<file path="src/rtl/iort_pkg.sv">
// Shared package for the in-order receive tracker.
// Field widths, result kinds, datapath command codes and the control/status structs.
// No dependencies.
`default_nettype none

package iort_pkg;

  localparam int unsigned NUM_W      = 20;
  localparam int unsigned HANDLE_W   = 16;
  localparam int unsigned KIND_W     = 3;
  localparam int unsigned NACK_W     = 4;
  localparam int unsigned DATA_W     = 40;   // number + handle, padded to bytes
  localparam int unsigned WINDOW_DEF = 64;

  localparam int unsigned MAX_RESULTS = 64;  // most deliveries per arrival
  localparam int unsigned CNT_W       = 7;   // holds 0..MAX_RESULTS
  localparam int unsigned NACK_MAX    = 8;

  localparam logic [NACK_W-1:0] NACK_RESET = 4'd5;

  // configuration register indexes
  localparam logic CFG_TOTAL = 1'b0;
  localparam logic CFG_NACK  = 1'b1;

  // request types
  localparam logic REQ_ARRIVAL = 1'b0;
  localparam logic REQ_TICK    = 1'b1;

  // result kinds
  localparam logic [KIND_W-1:0] KIND_DELIVER = 3'd0;
  localparam logic [KIND_W-1:0] KIND_MISSING = 3'd1;
  localparam logic [KIND_W-1:0] KIND_EMPTY   = 3'd2;
  localparam logic [KIND_W-1:0] KIND_DONE    = 3'd3;
  localparam logic [KIND_W-1:0] KIND_REJECT  = 3'd4;

  // datapath commands
  localparam int unsigned OP_W = 4;
  localparam logic [OP_W-1:0] OP_NOP       = 4'd0;
  localparam logic [OP_W-1:0] OP_CAPTURE   = 4'd1;
  localparam logic [OP_W-1:0] OP_HOLD      = 4'd2;
  localparam logic [OP_W-1:0] OP_READ      = 4'd3;
  localparam logic [OP_W-1:0] OP_DELIVER   = 4'd4;
  localparam logic [OP_W-1:0] OP_REJECT    = 4'd5;
  localparam logic [OP_W-1:0] OP_DONE      = 4'd6;
  localparam logic [OP_W-1:0] OP_SCAN_INIT = 4'd7;
  localparam logic [OP_W-1:0] OP_SCAN_STEP = 4'd8;
  localparam logic [OP_W-1:0] OP_SCAN_END  = 4'd9;

  typedef struct packed {
    logic [OP_W-1:0] op;
  } cmd_t;

  typedef struct packed {
    logic is_tick;      // captured request is a tick
    logic arr_old;      // arrival below next expected
    logic arr_reject;   // arrival beyond window or transfer
    logic done;         // completion already reported
    logic ne_ge_total;  // nothing left to receive
    logic drain_ok;     // next expected packet is held and may go out
    logic last_del;     // the delivery in hand ends the run
    logic scan_more;    // missing-number scan has further numbers to visit
    logic out_space;    // output register free this cycle
  } sts_t;

endpackage

`default_nettype wire

</file>
<file path="src/rtl/iort_dp.sv">
// Datapath of the in-order receive tracker: config registers, window state,
// handle memory, scan pointer and the output register. Driven by iort_ctrl.
// Depends on iort_pkg.
`default_nettype none

module iort_dp #(
  parameter int unsigned WINDOW = iort_pkg::WINDOW_DEF
) (
  input  wire logic                            clk,
  input  wire logic                            rst_n,
  input  wire logic                            in_req_type,
  input  wire logic [iort_pkg::NUM_W-1:0]      in_packet_number,
  input  wire logic [iort_pkg::HANDLE_W-1:0]   in_payload_handle,
  input  wire logic                            cfg_we,
  input  wire logic                            cfg_index,
  input  wire logic [iort_pkg::NUM_W-1:0]      cfg_wdata,
  input  wire iort_pkg::cmd_t                  cmd,
  output iort_pkg::sts_t                       sts,
  input  wire logic                            out_tready,
  output logic                                 out_valid,
  output logic [iort_pkg::KIND_W-1:0]          out_kind,
  output logic [iort_pkg::NUM_W-1:0]           out_number,
  output logic [iort_pkg::HANDLE_W-1:0]        out_handle,
  output logic                                 out_last
);

  localparam int unsigned SW = $clog2(WINDOW);
  localparam int unsigned NW = iort_pkg::NUM_W;
  localparam int unsigned HW = iort_pkg::HANDLE_W;
  localparam int unsigned CW = iort_pkg::CNT_W;
  localparam logic [SW-1:0] SLOT_LAST = SW'(WINDOW - 1);
  localparam logic [SW:0]   SLOT_WRAP = (SW + 1)'(WINDOW);
  localparam logic [NW:0]   WIN_EXT   = (NW + 1)'(WINDOW);
  localparam logic [CW-1:0] MAX_CNT   = CW'(iort_pkg::MAX_RESULTS);
  localparam logic [iort_pkg::NACK_W-1:0] NACK_TOP = iort_pkg::NACK_W'(iort_pkg::NACK_MAX);

  function automatic logic [SW-1:0] slot_inc(input logic [SW-1:0] s);
    slot_inc = (s == SLOT_LAST) ? '0 : s + 1'b1;
  endfunction

  // configuration
  logic [NW-1:0]                 total_r;
  logic [iort_pkg::NACK_W-1:0]   nack_r;

  // window state
  logic [NW-1:0]     ne_r;
  logic [SW-1:0]     ne_slot_r;
  logic [WINDOW-1:0] hv_r;
  logic [HW-1:0]     handle_mem [WINDOW];
  logic [HW-1:0]     rd_r;
  logic              done_r;

  // captured request
  logic          req_r;
  logic [NW-1:0] pn_r;
  logic [HW-1:0] h_r;

  // drain / scan bookkeeping
  logic [CW-1:0] cnt_r;
  logic [NW-1:0] s_r;
  logic [SW-1:0] s_slot_r;
  logic [NW-1:0] pend_r;
  logic          pend_v_r;

  // output register
  logic                        out_valid_r;
  logic [iort_pkg::KIND_W-1:0] out_kind_r;
  logic [NW-1:0]               out_num_r;
  logic [HW-1:0]               out_hnd_r;
  logic                        out_last_r;

  logic [NW:0]                 ne_win;
  logic [NW-1:0]               diff;
  logic [SW:0]                 slot_sum;
  logic [SW-1:0]               hold_slot;
  logic [SW-1:0]               ne_slot_nx;
  logic [NW-1:0]               ne_p1;
  logic [CW-1:0]               cnt_p1;
  logic [iort_pkg::NACK_W-1:0] lim;
  logic                        s_held;
  logic                        found;
  logic                        out_space;

  logic                        load;
  logic [iort_pkg::KIND_W-1:0] load_kind;
  logic [NW-1:0]               load_num;
  logic [HW-1:0]               load_hnd;
  logic                        load_last;

  assign ne_win     = {1'b0, ne_r} + WIN_EXT;
  // arrival lies in [ne, ne+WINDOW) when held, so its slot is ne_slot plus the offset
  assign diff       = pn_r - ne_r;
  assign slot_sum   = {1'b0, ne_slot_r} + {1'b0, diff[SW-1:0]};
  assign hold_slot  = (slot_sum >= SLOT_WRAP) ? SW'(slot_sum - SLOT_WRAP) : slot_sum[SW-1:0];
  assign ne_slot_nx = slot_inc(ne_slot_r);
  assign ne_p1      = ne_r + 1'b1;
  assign cnt_p1     = cnt_r + 1'b1;
  assign lim        = (nack_r == '0) ? iort_pkg::NACK_W'(1) :
                      (nack_r > NACK_TOP) ? NACK_TOP : nack_r;
  assign s_held     = ({1'b0, s_r} < ne_win) && hv_r[s_slot_r];
  assign out_space  = !out_valid_r || out_tready;
  // a new missing number pushes the pending one out, which needs room
  assign found      = sts.scan_more && !s_held && (!pend_v_r || out_space);

  always_comb begin
    sts.is_tick     = (req_r == iort_pkg::REQ_TICK);
    sts.arr_old     = pn_r < ne_r;
    sts.arr_reject  = (pn_r >= total_r) || ({1'b0, pn_r} >= ne_win);
    sts.done        = done_r;
    sts.ne_ge_total = ne_r >= total_r;
    sts.drain_ok    = (cnt_r < MAX_CNT) && (ne_r < total_r) && hv_r[ne_slot_r];
    sts.last_del    = !((cnt_p1 < MAX_CNT) && (ne_p1 < total_r) && hv_r[ne_slot_nx]);
    sts.scan_more   = (cnt_r < CW'(lim)) && (s_r < total_r);
    sts.out_space   = out_space;
  end

  always_comb begin
    load      = 1'b0;
    load_kind = iort_pkg::KIND_DELIVER;
    load_num  = ne_r;
    load_hnd  = rd_r;
    load_last = 1'b1;
    case (cmd.op)
      iort_pkg::OP_REJECT: begin
        load      = 1'b1;
        load_kind = iort_pkg::KIND_REJECT;
        load_num  = pn_r;
        load_hnd  = h_r;
      end
      iort_pkg::OP_DONE: begin
        load      = 1'b1;
        load_kind = iort_pkg::KIND_DONE;
        load_num  = '0;
        load_hnd  = '0;
      end
      iort_pkg::OP_DELIVER: begin
        load      = 1'b1;
        load_last = sts.last_del;
      end
      iort_pkg::OP_SCAN_STEP: begin
        load      = found && pend_v_r;
        load_kind = iort_pkg::KIND_MISSING;
        load_num  = pend_r;
        load_hnd  = '0;
        load_last = 1'b0;
      end
      iort_pkg::OP_SCAN_END: begin
        load      = 1'b1;
        load_kind = pend_v_r ? iort_pkg::KIND_MISSING : iort_pkg::KIND_EMPTY;
        load_num  = pend_v_r ? pend_r : '0;
        load_hnd  = '0;
      end
      default: begin
        load = 1'b0;
      end
    endcase
  end

  // control state
  always_ff @(posedge clk) begin
    if (!rst_n) begin
      total_r     <= '0;
      nack_r      <= iort_pkg::NACK_RESET;
      ne_r        <= '0;
      ne_slot_r   <= '0;
      hv_r        <= '0;
      done_r      <= 1'b0;
      cnt_r       <= '0;
      pend_v_r    <= 1'b0;
      out_valid_r <= 1'b0;
    end else begin
      if (cfg_we) begin
        unique case (cfg_index)
          iort_pkg::CFG_TOTAL: total_r <= cfg_wdata;
          iort_pkg::CFG_NACK:  nack_r  <= cfg_wdata[iort_pkg::NACK_W-1:0];
        endcase
      end

      if (load) begin
        out_valid_r <= 1'b1;
      end else if (out_tready) begin
        out_valid_r <= 1'b0;
      end

      case (cmd.op)
        iort_pkg::OP_HOLD: begin
          cnt_r <= '0;
          hv_r[hold_slot] <= 1'b1;
        end
        iort_pkg::OP_DELIVER: begin
          hv_r[ne_slot_r] <= 1'b0;
          ne_r            <= ne_p1;
          ne_slot_r       <= ne_slot_nx;
          cnt_r           <= cnt_p1;
        end
        iort_pkg::OP_DONE: begin
          done_r <= 1'b1;
        end
        iort_pkg::OP_SCAN_INIT: begin
          cnt_r    <= '0;
          pend_v_r <= 1'b0;
        end
        iort_pkg::OP_SCAN_STEP: begin
          if (found) begin
            pend_v_r <= 1'b1;
            cnt_r    <= cnt_p1;
          end
        end
        default: begin
        end
      endcase
    end
  end

  // payload registers
  always_ff @(posedge clk) begin
    if (cmd.op == iort_pkg::OP_CAPTURE) begin
      req_r <= in_req_type;
      pn_r  <= in_packet_number;
      h_r   <= in_payload_handle;
    end
    if (cmd.op == iort_pkg::OP_SCAN_INIT) begin
      s_r      <= ne_r;
      s_slot_r <= ne_slot_r;
    end
    // the pointer only waits when a found number cannot yet go out
    if (cmd.op == iort_pkg::OP_SCAN_STEP && sts.scan_more && (s_held || found)) begin
      s_r      <= s_r + 1'b1;
      s_slot_r <= slot_inc(s_slot_r);
      if (!s_held) begin
        pend_r <= s_r;
      end
    end
    if (load) begin
      out_kind_r <= load_kind;
      out_num_r  <= load_num;
      out_hnd_r  <= load_hnd;
      out_last_r <= load_last;
    end
  end

  // handle memory: first handle of a slot is kept on duplicates
  always_ff @(posedge clk) begin
    if (cmd.op == iort_pkg::OP_HOLD && !hv_r[hold_slot]) begin
      handle_mem[hold_slot] <= h_r;
    end
    if (cmd.op == iort_pkg::OP_READ) begin
      rd_r <= handle_mem[ne_slot_r];
    end
  end

  assign out_valid  = out_valid_r;
  assign out_kind   = out_kind_r;
  assign out_number = out_num_r;
  assign out_handle = out_hnd_r;
  assign out_last   = out_last_r;

endmodule

`default_nettype wire

</file>
<file path="src/rtl/iort_ctrl.sv">
// Controller of the in-order receive tracker: sequences capture, classify,
// drain and missing-number scan. Depends on iort_pkg; drives iort_dp.
`default_nettype none

module iort_ctrl (
  input  wire logic           clk,
  input  wire logic           rst_n,
  input  wire logic           in_tvalid,
  output logic                in_tready,
  input  wire iort_pkg::sts_t sts,
  output iort_pkg::cmd_t      cmd
);

  localparam logic [2:0] ST_IDLE     = 3'd0;
  localparam logic [2:0] ST_DECIDE   = 3'd1;
  localparam logic [2:0] ST_DRAIN    = 3'd2;
  localparam logic [2:0] ST_DRAIN_RD = 3'd3;
  localparam logic [2:0] ST_SCAN     = 3'd4;
  localparam logic [2:0] ST_SCAN_END = 3'd5;

  logic [2:0] state_r;
  logic [2:0] state_nxt;

  assign in_tready = (state_r == ST_IDLE);

  always_comb begin
    state_nxt = state_r;
    cmd.op    = iort_pkg::OP_NOP;
    unique case (state_r)
      ST_IDLE: begin
        if (in_tvalid) begin
          cmd.op    = iort_pkg::OP_CAPTURE;
          state_nxt = ST_DECIDE;
        end
      end
      ST_DECIDE: begin
        if (sts.is_tick) begin
          if (sts.done) begin
            state_nxt = ST_IDLE;
          end else if (sts.ne_ge_total) begin
            if (sts.out_space) begin
              cmd.op    = iort_pkg::OP_DONE;
              state_nxt = ST_IDLE;
            end
          end else begin
            cmd.op    = iort_pkg::OP_SCAN_INIT;
            state_nxt = ST_SCAN;
          end
        end else if (sts.arr_old) begin
          state_nxt = ST_IDLE;
        end else if (sts.arr_reject) begin
          if (sts.out_space) begin
            cmd.op    = iort_pkg::OP_REJECT;
            state_nxt = ST_IDLE;
          end
        end else begin
          cmd.op    = iort_pkg::OP_HOLD;
          state_nxt = ST_DRAIN;
        end
      end
      ST_DRAIN: begin
        if (sts.drain_ok) begin
          cmd.op    = iort_pkg::OP_READ;
          state_nxt = ST_DRAIN_RD;
        end else begin
          state_nxt = ST_IDLE;
        end
      end
      ST_DRAIN_RD: begin
        if (sts.out_space) begin
          cmd.op    = iort_pkg::OP_DELIVER;
          state_nxt = sts.last_del ? ST_IDLE : ST_DRAIN;
        end
      end
      ST_SCAN: begin
        if (sts.scan_more) begin
          cmd.op = iort_pkg::OP_SCAN_STEP;
        end else begin
          state_nxt = ST_SCAN_END;
        end
      end
      ST_SCAN_END: begin
        if (sts.out_space) begin
          cmd.op    = iort_pkg::OP_SCAN_END;
          state_nxt = ST_IDLE;
        end
      end
      default: begin
        state_nxt = ST_IDLE;
      end
    endcase
  end

  always_ff @(posedge clk) begin
    if (!rst_n) begin
      state_r <= ST_IDLE;
    end else begin
      state_r <= state_nxt;
    end
  end

endmodule

`default_nettype wire

</file>
<file path="src/rtl/in_order_receive_tracker.sv">
// Top level of the in-order receive tracker: stream ports, controller and datapath.
// Depends on iort_pkg, iort_ctrl and iort_dp.
//
// Takes packet arrivals and request ticks one at a time and hands out packets
// strictly in order of their numbers. Early packets are held in a WINDOW-slot
// store and released as soon as the gap before them closes; old and duplicate
// packets vanish without a result, packets past the window or the transfer come
// back as out-of-window. A tick reports completion once, or lists up to
// nack_limit numbers still missing (an empty request if none); a nack_limit
// of 0 counts as 1 and one above 8 as 8. Timing: an arrival or a tick is
// classified in the cycle after its transfer, where a rejected or old packet
// ends; a held arrival stores its slot as it is classified, then each packet
// delivered takes a slot check, then a handle memory read, up to 64 per
// arrival, and the first check finds nothing when the gap is still open. A
// tick scan visits one number per cycle while no found number waits for
// output space. Output stalls hold up every step that loads the output
// register. The next input is taken once the item in hand has put its last
// result into the output register; that single register holds one waiting
// result, so a short output stall need not hold up the input. No clearing
// pass follows reset: slot valid bits are flip-flops cleared at once.
`default_nettype none

module in_order_receive_tracker #(
  parameter int unsigned WINDOW = iort_pkg::WINDOW_DEF
) (
  input  wire logic                          clk,
  input  wire logic                          rst_n,
  // input stream
  input  wire logic                          in_tvalid,
  output logic                               in_tready,
  input  wire logic [iort_pkg::DATA_W-1:0]   in_tdata,  // packet_number, payload_handle
  input  wire logic                          in_tuser,  // req_type
  // result stream
  output logic                               out_tvalid,
  input  wire logic                          out_tready,
  output logic [iort_pkg::DATA_W-1:0]        out_tdata, // result_number, result_handle
  output logic [iort_pkg::KIND_W-1:0]        out_tuser, // kind
  output logic                               out_tlast,
  // configuration
  input  wire logic                          cfg_we,
  input  wire logic                          cfg_index,
  input  wire logic [iort_pkg::NUM_W-1:0]    cfg_wdata
);

  localparam int unsigned NW  = iort_pkg::NUM_W;
  localparam int unsigned HW  = iort_pkg::HANDLE_W;
  localparam int unsigned PAD = iort_pkg::DATA_W - NW - HW;

  iort_pkg::cmd_t cmd;
  iort_pkg::sts_t sts;
  logic [NW-1:0]  res_number;
  logic [HW-1:0]  res_handle;

  iort_ctrl u_ctrl (
    .clk       (clk),
    .rst_n     (rst_n),
    .in_tvalid (in_tvalid),
    .in_tready (in_tready),
    .sts       (sts),
    .cmd       (cmd)
  );

  iort_dp #(
    .WINDOW (WINDOW)
  ) u_dp (
    .clk               (clk),
    .rst_n             (rst_n),
    .in_req_type       (in_tuser),
    .in_packet_number  (in_tdata[NW-1:0]),
    .in_payload_handle (in_tdata[NW+HW-1:NW]),
    .cfg_we            (cfg_we),
    .cfg_index         (cfg_index),
    .cfg_wdata         (cfg_wdata),
    .cmd               (cmd),
    .sts               (sts),
    .out_tready        (out_tready),
    .out_valid         (out_tvalid),
    .out_kind          (out_tuser),
    .out_number        (res_number),
    .out_handle        (res_handle),
    .out_last          (out_tlast)
  );

  assign out_tdata = {{PAD{1'b0}}, res_handle, res_number};

endmodule

`default_nettype wire
</file>
<file path="config.mk">
export PLATFORM = sky130hd
export DESIGN_NAME = in_order_receive_tracker
export DESIGN_NICKNAME = d
export VERILOG_FILES = /design/src/rtl/iort_pkg.sv /design/src/rtl/iort_dp.sv /design/src/rtl/iort_ctrl.sv /design/src/rtl/in_order_receive_tracker.sv
export SDC_FILE = /design/constraint.sdc
export NUM_CORES = 2
export LEC_CHECK = 0
export BUFFER_PORTS_ARGS = -buffer_cell sky130_fd_sc_hd__buf_2
export CORE_MARGIN = 2
export CORE_UTILIZATION = 23
export CTS_CLUSTER_DIAMETER = 40
export DETAILED_ROUTE_END_ITERATION = 12
export PLACE_DENSITY = 0.41
export SYNTH_ARGS = -nofsm -noshare
export SYNTH_HDL_FRONTEND = slang
export SYNTH_SLANG_ARGS = --single-unit
</file>
<file path="constraint.sdc">
create_clock -name clk -period 7.1 [get_ports clk]
set_clock_uncertainty 0.2 [all_clocks]
set_input_delay 1.42 -clock clk [delete_from_list [all_inputs] [get_ports clk]]
set_output_delay 1.42 -clock clk [all_outputs]
set_load 0.02 [all_outputs]
</file>
Word-level counts from Yosys, hierarchy flattened
Memories as Yosys holds them, arrays and structs flattened. A register that Yosys moved wholly into a read port is not among the register bits.
Index checks and enable logic that the tools add are counted.

word-level totals
  output and inout port bits = 46
  flip-flop bits (word level) = 250
  memory bits (writable) = 1,024
  bits of input ports = 67
  memories = 1

memories
  memory           depth  bits a word  rd ports  clocked after Yosys merged registers in  write ports  line           RTL
  u_dp.handle_mem  64     16           1         1                                        1            iort_dp.sv:49  logic [HW-1:0] handle_mem [WINDOW];

operators by class
  eq/ne operators = 20
  $lt $le $gt $ge = 19
  bitwise logic cells = 5
  multiplexer cells = 62
  $add $sub $neg = 9
  reductions and logical operators = 39

operator list
  operator                                                     count
  one-hot mux 64 bit (2 select lines)                          1
  less-than comparator 20 bit                                  4
  one-hot mux 20 bit (4 select lines)                          1
  bitwise AND 64 bit                                           1
  NOT 64 bit                                                   1
  OR 64 bit                                                    1
  2-to-1 mux 20 bit                                            3
  2-to-1 mux 3 bit                                             14
  adder 20 x 1 -> 20 bit (second input constant)               2
  greater-or-equal comparator 20 bit                           2
  one-hot mux 16 bit (2 select lines)                          1
  2-to-1 mux 6 bit                                             5
  less-than comparator 6 x 7 -> 1 bit (second input constant)  4
  2-to-1 mux 4 bit                                             7
  binary-select mux 1 bit (select 6 bit)                       4
  one-hot mux 4 bit (6 select lines)                           1
  adder 20 x 7 -> 21 bit (second input constant)               1
  greater-or-equal comparator 20 x 21 -> 1 bit                 1
  less-than comparator 20 x 21 -> 1 bit                        1
  one-hot mux 7 bit (3 select lines)                           1
  one-hot mux 3 bit (6 select lines)                           1
  equality test 4 x 3 -> 1 bit (second input constant)         4
  logical AND 1 bit                                            14
  less-than comparator 7 bit (second input constant)           2
  other kinds (36)                                             77

Depth between registers and ports, before layout
  depth after elaboration = 11
  mapped depth = 17

By module
From an unflattened synthesis, not the netlist that was laid out.

unflattened totals
  cells, all modules = 3,651
  area, all modules = 53,500.1 sq um

modules (own cells, without submodules)
  module                    seq. area each (sq um)  cells an instance  area each (sq um)  times used
  iort_dp                   37,405.9                3,598              53,112.2           1
  iort_ctrl                 60.1                    48                 354.1              1
  in_order_receive_tracker  0.0                     5                  33.8               1

Least setup slack after synthesis
No wires, ideal clock.

  path type = register -> register
  start point = register u_dp.ne_r[6]
  end point = register u_dp.out_hnd_r[0], in the netlist u_dp.out_handle[0] (enable)
  cell stages (with the launch flop) = 17
  period minus slack after synthesis = 5,729 ps
  arrival = 4,806 ps
  slack = 1,371 ps
  buffers on the path = 4
  path through = dfxtp_1 > clkbuf_1 > nand3_1 > nor4_1 > and3_1 > clkbuf_1 > xnor2_1 > ha_1 > a31o_2 > a221oi_2 > a21oi_2 > nor4b_4 > a211oi_2 > and2_1 > buf_2 > buf_6 > nand4b_1

on the way
  word-level cells in the longest chain between the ends = 10

RTL lines
  element                                                                     line             RTL
  from (decl)                                                                 iort_dp.sv:46    logic [NW-1:0] ne_r;
  from (signal assigned)                                                      iort_dp.sv:192   ne_r <= ne_p1;
  adder 20 x 7 -> 21 bit                                                      iort_dp.sv:90    assign ne_win = {1'b0, ne_r} + WIN_EXT;
  greater-or-equal comparator 20 x 21 -> 1 bit                                iort_dp.sv:108   sts.arr_reject = (pn_r >= total_r) || ({1'b0, pn_r} >= ne_win);
  logical OR 1 bit                                                            iort_dp.sv:108
  2-to-1 mux 3 bit                                                            iort_ctrl.sv:51  end else if (sts.arr_reject) begin
  2-to-1 mux 4 bit                                                            iort_ctrl.sv:49  end else if (sts.arr_old) begin
  2-to-1 mux 4 bit                                                            iort_ctrl.sv:37  if (sts.is_tick) begin
  one-hot mux 4 bit (6 select lines)                                          iort_ctrl.sv:29  unique case (state_r)
  equality test 4 x 3 -> 1 bit / equality test 4 bit (equally long branches)  iort_dp.sv:123   case (cmd.op)
  OR reduction 4 bit (no line)                                                -
  one-hot mux 1 bit (2 select lines) (*)                                      iort_dp.sv:123
  named net u_dp.load                                                         iort_dp.sv:84    logic load;
  to (signal assigned)                                                        iort_dp.sv:237   out_hnd_r <= load_hnd;
  to (decl)                                                                   iort_dp.sv:69    logic [HW-1:0] out_hnd_r;

Mark *: on every way through the listed nets, which the timed path passes. The rest lies on a longest branch.
A chain may end at the register's enable or synchronous reset.

Final worst setup path
  start point = register u_dp.ne_r[0]
  end point = memory u_dp.handle_mem[43][2] in the netlist's numbering (enable)

on the way
  word-level cells in the longest chain between the ends = 11

RTL lines
  element                                                        line
  branches (longest 11 deep; another with adder 6 x 6 -> 7 bit)  -
  to (decl)                                                      iort_dp.sv:49

Parallel ways; which one is timed is not known. The select of a mux whose other input is x is not followed.

==> reports/summary.txt <==
Slew Limit Fails -> 0
pin count of the biggest net entering global routing -> 90
FF-to-FF path depth -> 15
IO buf count -> 104
leading cell type in the layout, fill and taps excluded -> edfxtp_1
Pint -> 15.2 mW
Main synth FF type -> edfxtp_1
Post-Synth XOR/XNOR Area -> 1.50%
first-pass iteration count of the detailed router -> 7
Final #Nets -> 4096
initial antenna violation count -> 9
Starting Density -> 23.2%
capturing point of the worst reg2reg path -> u_dp.handle_mem[43][2]$_DFFE_PP_
Achievable Freq -> 172 MHz
combinational share of power -> 4.6%
commonest cells after routing, fill and taps aside -> edfxtp_1, a22oi_1, clkbuf_16, buf_4, nand2_1
RSZ-0062 raised after global routing -> no
post-CTS setup buffers -> 0
# IOs -> 113
final hold violation count -> 0
CTS Hold Bufs -> 0
Worst slew margin -> 16.8%
Die Y -> 489 um
Max-Cap Viols -> 0
GPL Wtd Cong -> 0.860
Net Switching -> 4.74 mW
syn avg cell area -> 14.9 um2
Crit. End Element -> register
placed cell areas -> 0.0593 mm2
Synth cell types -> 89
Vias per Instance -> 4.80
H-tree depth -> 4
post-layout worst setup margin -> 1.29 ns
final setup TNS -> 0 ns
DRT antenna net count -> 0
crit path from -> u_dp.ne_r[0]$_SDFFE_PN0P_
EDFF count, synth -> 1163
Finished Layout Cells -> 7201
Sequential Power Share -> 43.0%
initial DRC count -> 3121
post-layout minimum cycle time -> 5.81 ns
Die X -> 489 um
Worst-path clk slew -> 0.06 ns
Worst-Skew Late Latency -> 0.87 ns
Crit Path Class -> register to register
post-place setup slack -> 1.20 ns
placeable core area -> 0.233 mm2
Syn-to-layout area delta -> 23.1%
final setup fails -> 0
Clk network pwr share -> 52.3%
Die ar. -> 0.239 mm2
complex-gate fraction of the synthesized area -> 14.7%
hold wc startpoint -> u_dp.total_r[16]$_SDFFE_PN0P_
Peak VDD IR -> 0.246 mV
TritonCTS Buffers -> 202
crit path max fanout -> 13
Rows -> 177
Adder-Cell Fraction of Synth Area -> 3.33%
Max clock buf depth -> 3
post-synthesis async set-or-reset flop share -> 0%
gr usage total -> 15.7%
Detail Placement HPWL -> 119000 um
share of post-route cells with drive strength above 1 -> 20.1%
switching part of the total -> 23.8%
Cells after Synth -> 3625
Power Density -> 299 mW/mm2
TritonCTS clock tree -> built
Lkg Pwr -> 21.3 nW
post-synthesis mux area share -> 3.17%
Detailed Route WL -> 192000 um
Synth Warn # -> 0
cts repair resizes -> 0
sequential share of the synthesized area -> 69.3%
Seq cells post-synth -> 1290
period utilization -> 81.8%
Clock Root Buffer -> clkbuf_16
Post-Synth Simple-Gate Area -> 5.77%
routed length per instance -> 26.7 um
CP Capture Point -> u_dp.handle_mem[43][2]$_DFFE_PP_
worst min path class -> register to register
worst path arrival time -> 6.18 ns
Worst Tran Pin Value -> 1.24 ns
status -> finished, final reports clean
Data required, critical path -> 7.47 ns
vias in the first global route -> 34200
mapped cell area -> 0.0541 mm2
largest family of logic cells by synthesized area -> compound AO/OA/AOI/OAI gates
Startpoint Class -> register
R2R Path Start -> u_dp.ne_r[0]$_SDFFE_PN0P_
drt drc -> 0
clock sinks -> 1290
DR vias -> 34600
Finished Cell Area -> 0.0666 mm2
overflow left after global routing -> 0
first-pass GRT wire length -> 268000 um
Cells after DPL -> 6815
reg2reg setup slack -> 1.29 ns
synthesized netlist by cell type (19+ instances only):
cell | instances | area (um2)
edfxtp_1 | 1163 | 34900
a22oi_1 | 407 | 3060
clkbuf_1 | 178 | 668
nor2_1 | 171 | 642
nand2_1 | 146 | 548
ha_1 | 140 | 1750
dfxtp_1 | 127 | 2540
a21oi_1 | 119 | 596
o21ai_0 | 110 | 551
a22o_1 | 72 | 631
o21a_1 | 61 | 458
xnor2_1 | 61 | 534
a221oi_1 | 59 | 517
inv_1 | 59 | 221
nand3_1 | 57 | 285
nand4_1 | 57 | 357
a31oi_1 | 56 | 350
a41oi_1 | 55 | 482
mux4_2 | 53 | 1190
mux2i_1 | 35 | 350
a21o_1 | 28 | 210
and3_1 | 28 | 175
nor3_1 | 25 | 125
nor4_1 | 24 | 150
nor2_2 | 23 | 144
a41o_1 | 21 | 210
a32o_1 | 20 | 200
buf_2 | 20 | 100
nand2b_1 | 19 | 119
xor2_1 | 19 | 166
registers in the layout, summed over array words and instances (netlist names), 20 cells and up:
name             cells
u_dp.handle_mem   1024
u_dp.pn_r           20
u_dp.total_r        20
u_dp.out_number     20
u_dp.hv_r           64
u_dp.s_r            20
u_dp.ne_r           20
u_dp.pend_r         20
how the worst min path moves through the flow:
stage                     slack, ns  cells after the start                             to
after CTS                      0.25                      2  u_dp.total_r[14]$_SDFFE_PN0P_
after global routing           0.28                      2   u_dp.total_r[1]$_SDFFE_PN0P_
after floorplan                0.23                      2       u_dp.done_r$_SDFFE_PN0P_
after global placement         0.24                      2       u_dp.done_r$_SDFFE_PN0P_
final                          0.25                      2  u_dp.total_r[16]$_SDFFE_PN0P_
after detailed placement       0.25                      2  u_dp.total_r[14]$_SDFFE_PN0P_
metal layers:
metal | up-vias | routed length, um | track usage [%] | part of all wire, %
met1 | 18000 | 86600 | 21.4 | 45
li1 | 15300 | - | - | -
met2 | 1056 | 91500 | 25.9 | 48
met4 | 2 | 4350 | 4.22 | 2.3
met3 | 265 | 9920 | 2.51 | 5.2
met5 | - | 11 | 0 | 0.0057
cell families after synthesis:
| group | after synthesis |
|---|---|
| other | 1 |
| and+or+nand+nor | 618 |
| DFF | 1290 |
| AOI/OAI and AO/OA | 1092 |
| adders and majority gates | 143 |
| xor gates and xnor gates | 85 |
| buffers and inverters | 293 |
| muxes | 103 |
worst max-delay path: stages, from the launching register on:
cell and delay, ns:
dfxtp_1 0.49, ha_1 0.24, inv_1 0.06, fa_1 0.55, inv_1 0.08, fa_1 0.48, xnor2_2 0.71, mux2_2 0.42
a221oi_1 0.26, a21oi_1 0.07, a221oi_1 0.32, mux2i_1 0.13, nor2_1 0.26, nand2b_1 0.44, nor2_2 0.56, buf_12 0.21
stage by stage:
step                      hold slack [ns]  total power, mW  utilization, %
final                               0.251             19.9            28.5
after global routing                0.279             20.5            28.5
after CTS                           0.254             20.1            28.5
after detailed placement            0.248             9.64            25.4
after global placement              0.244             9.63            25.4
after floorplan                     0.231             9.15               -
area by class of cell:
class	instances	area [um2]
Sequential cell	1290	37500
Fill cell	23500	167000
Antenna cell	2	5.00
Clock inverter	160	2060
Inverter	66	250
Tap cell	3132	3920
Multi-Input combinational cell	2045	15700
Clock buffer	224	5200
Timing Repair Buffer	282	1980
power by group through the flow:
stage / Clock, mW / Combinational [mW] / Sequential [mW]
6_report: 10.4 / 0.917 / 8.56
5_1_grt: 10.9 / 0.986 / 8.57
4_1_cts: 10.6 / 0.932 / 8.56
3_5_place_dp: 0 / 0.928 / 8.72
3_3_place_gp: 0 / 0.917 / 8.72
2_1_floorplan: 0 / 0.386 / 8.77
(Power assumes the default switching activity.)
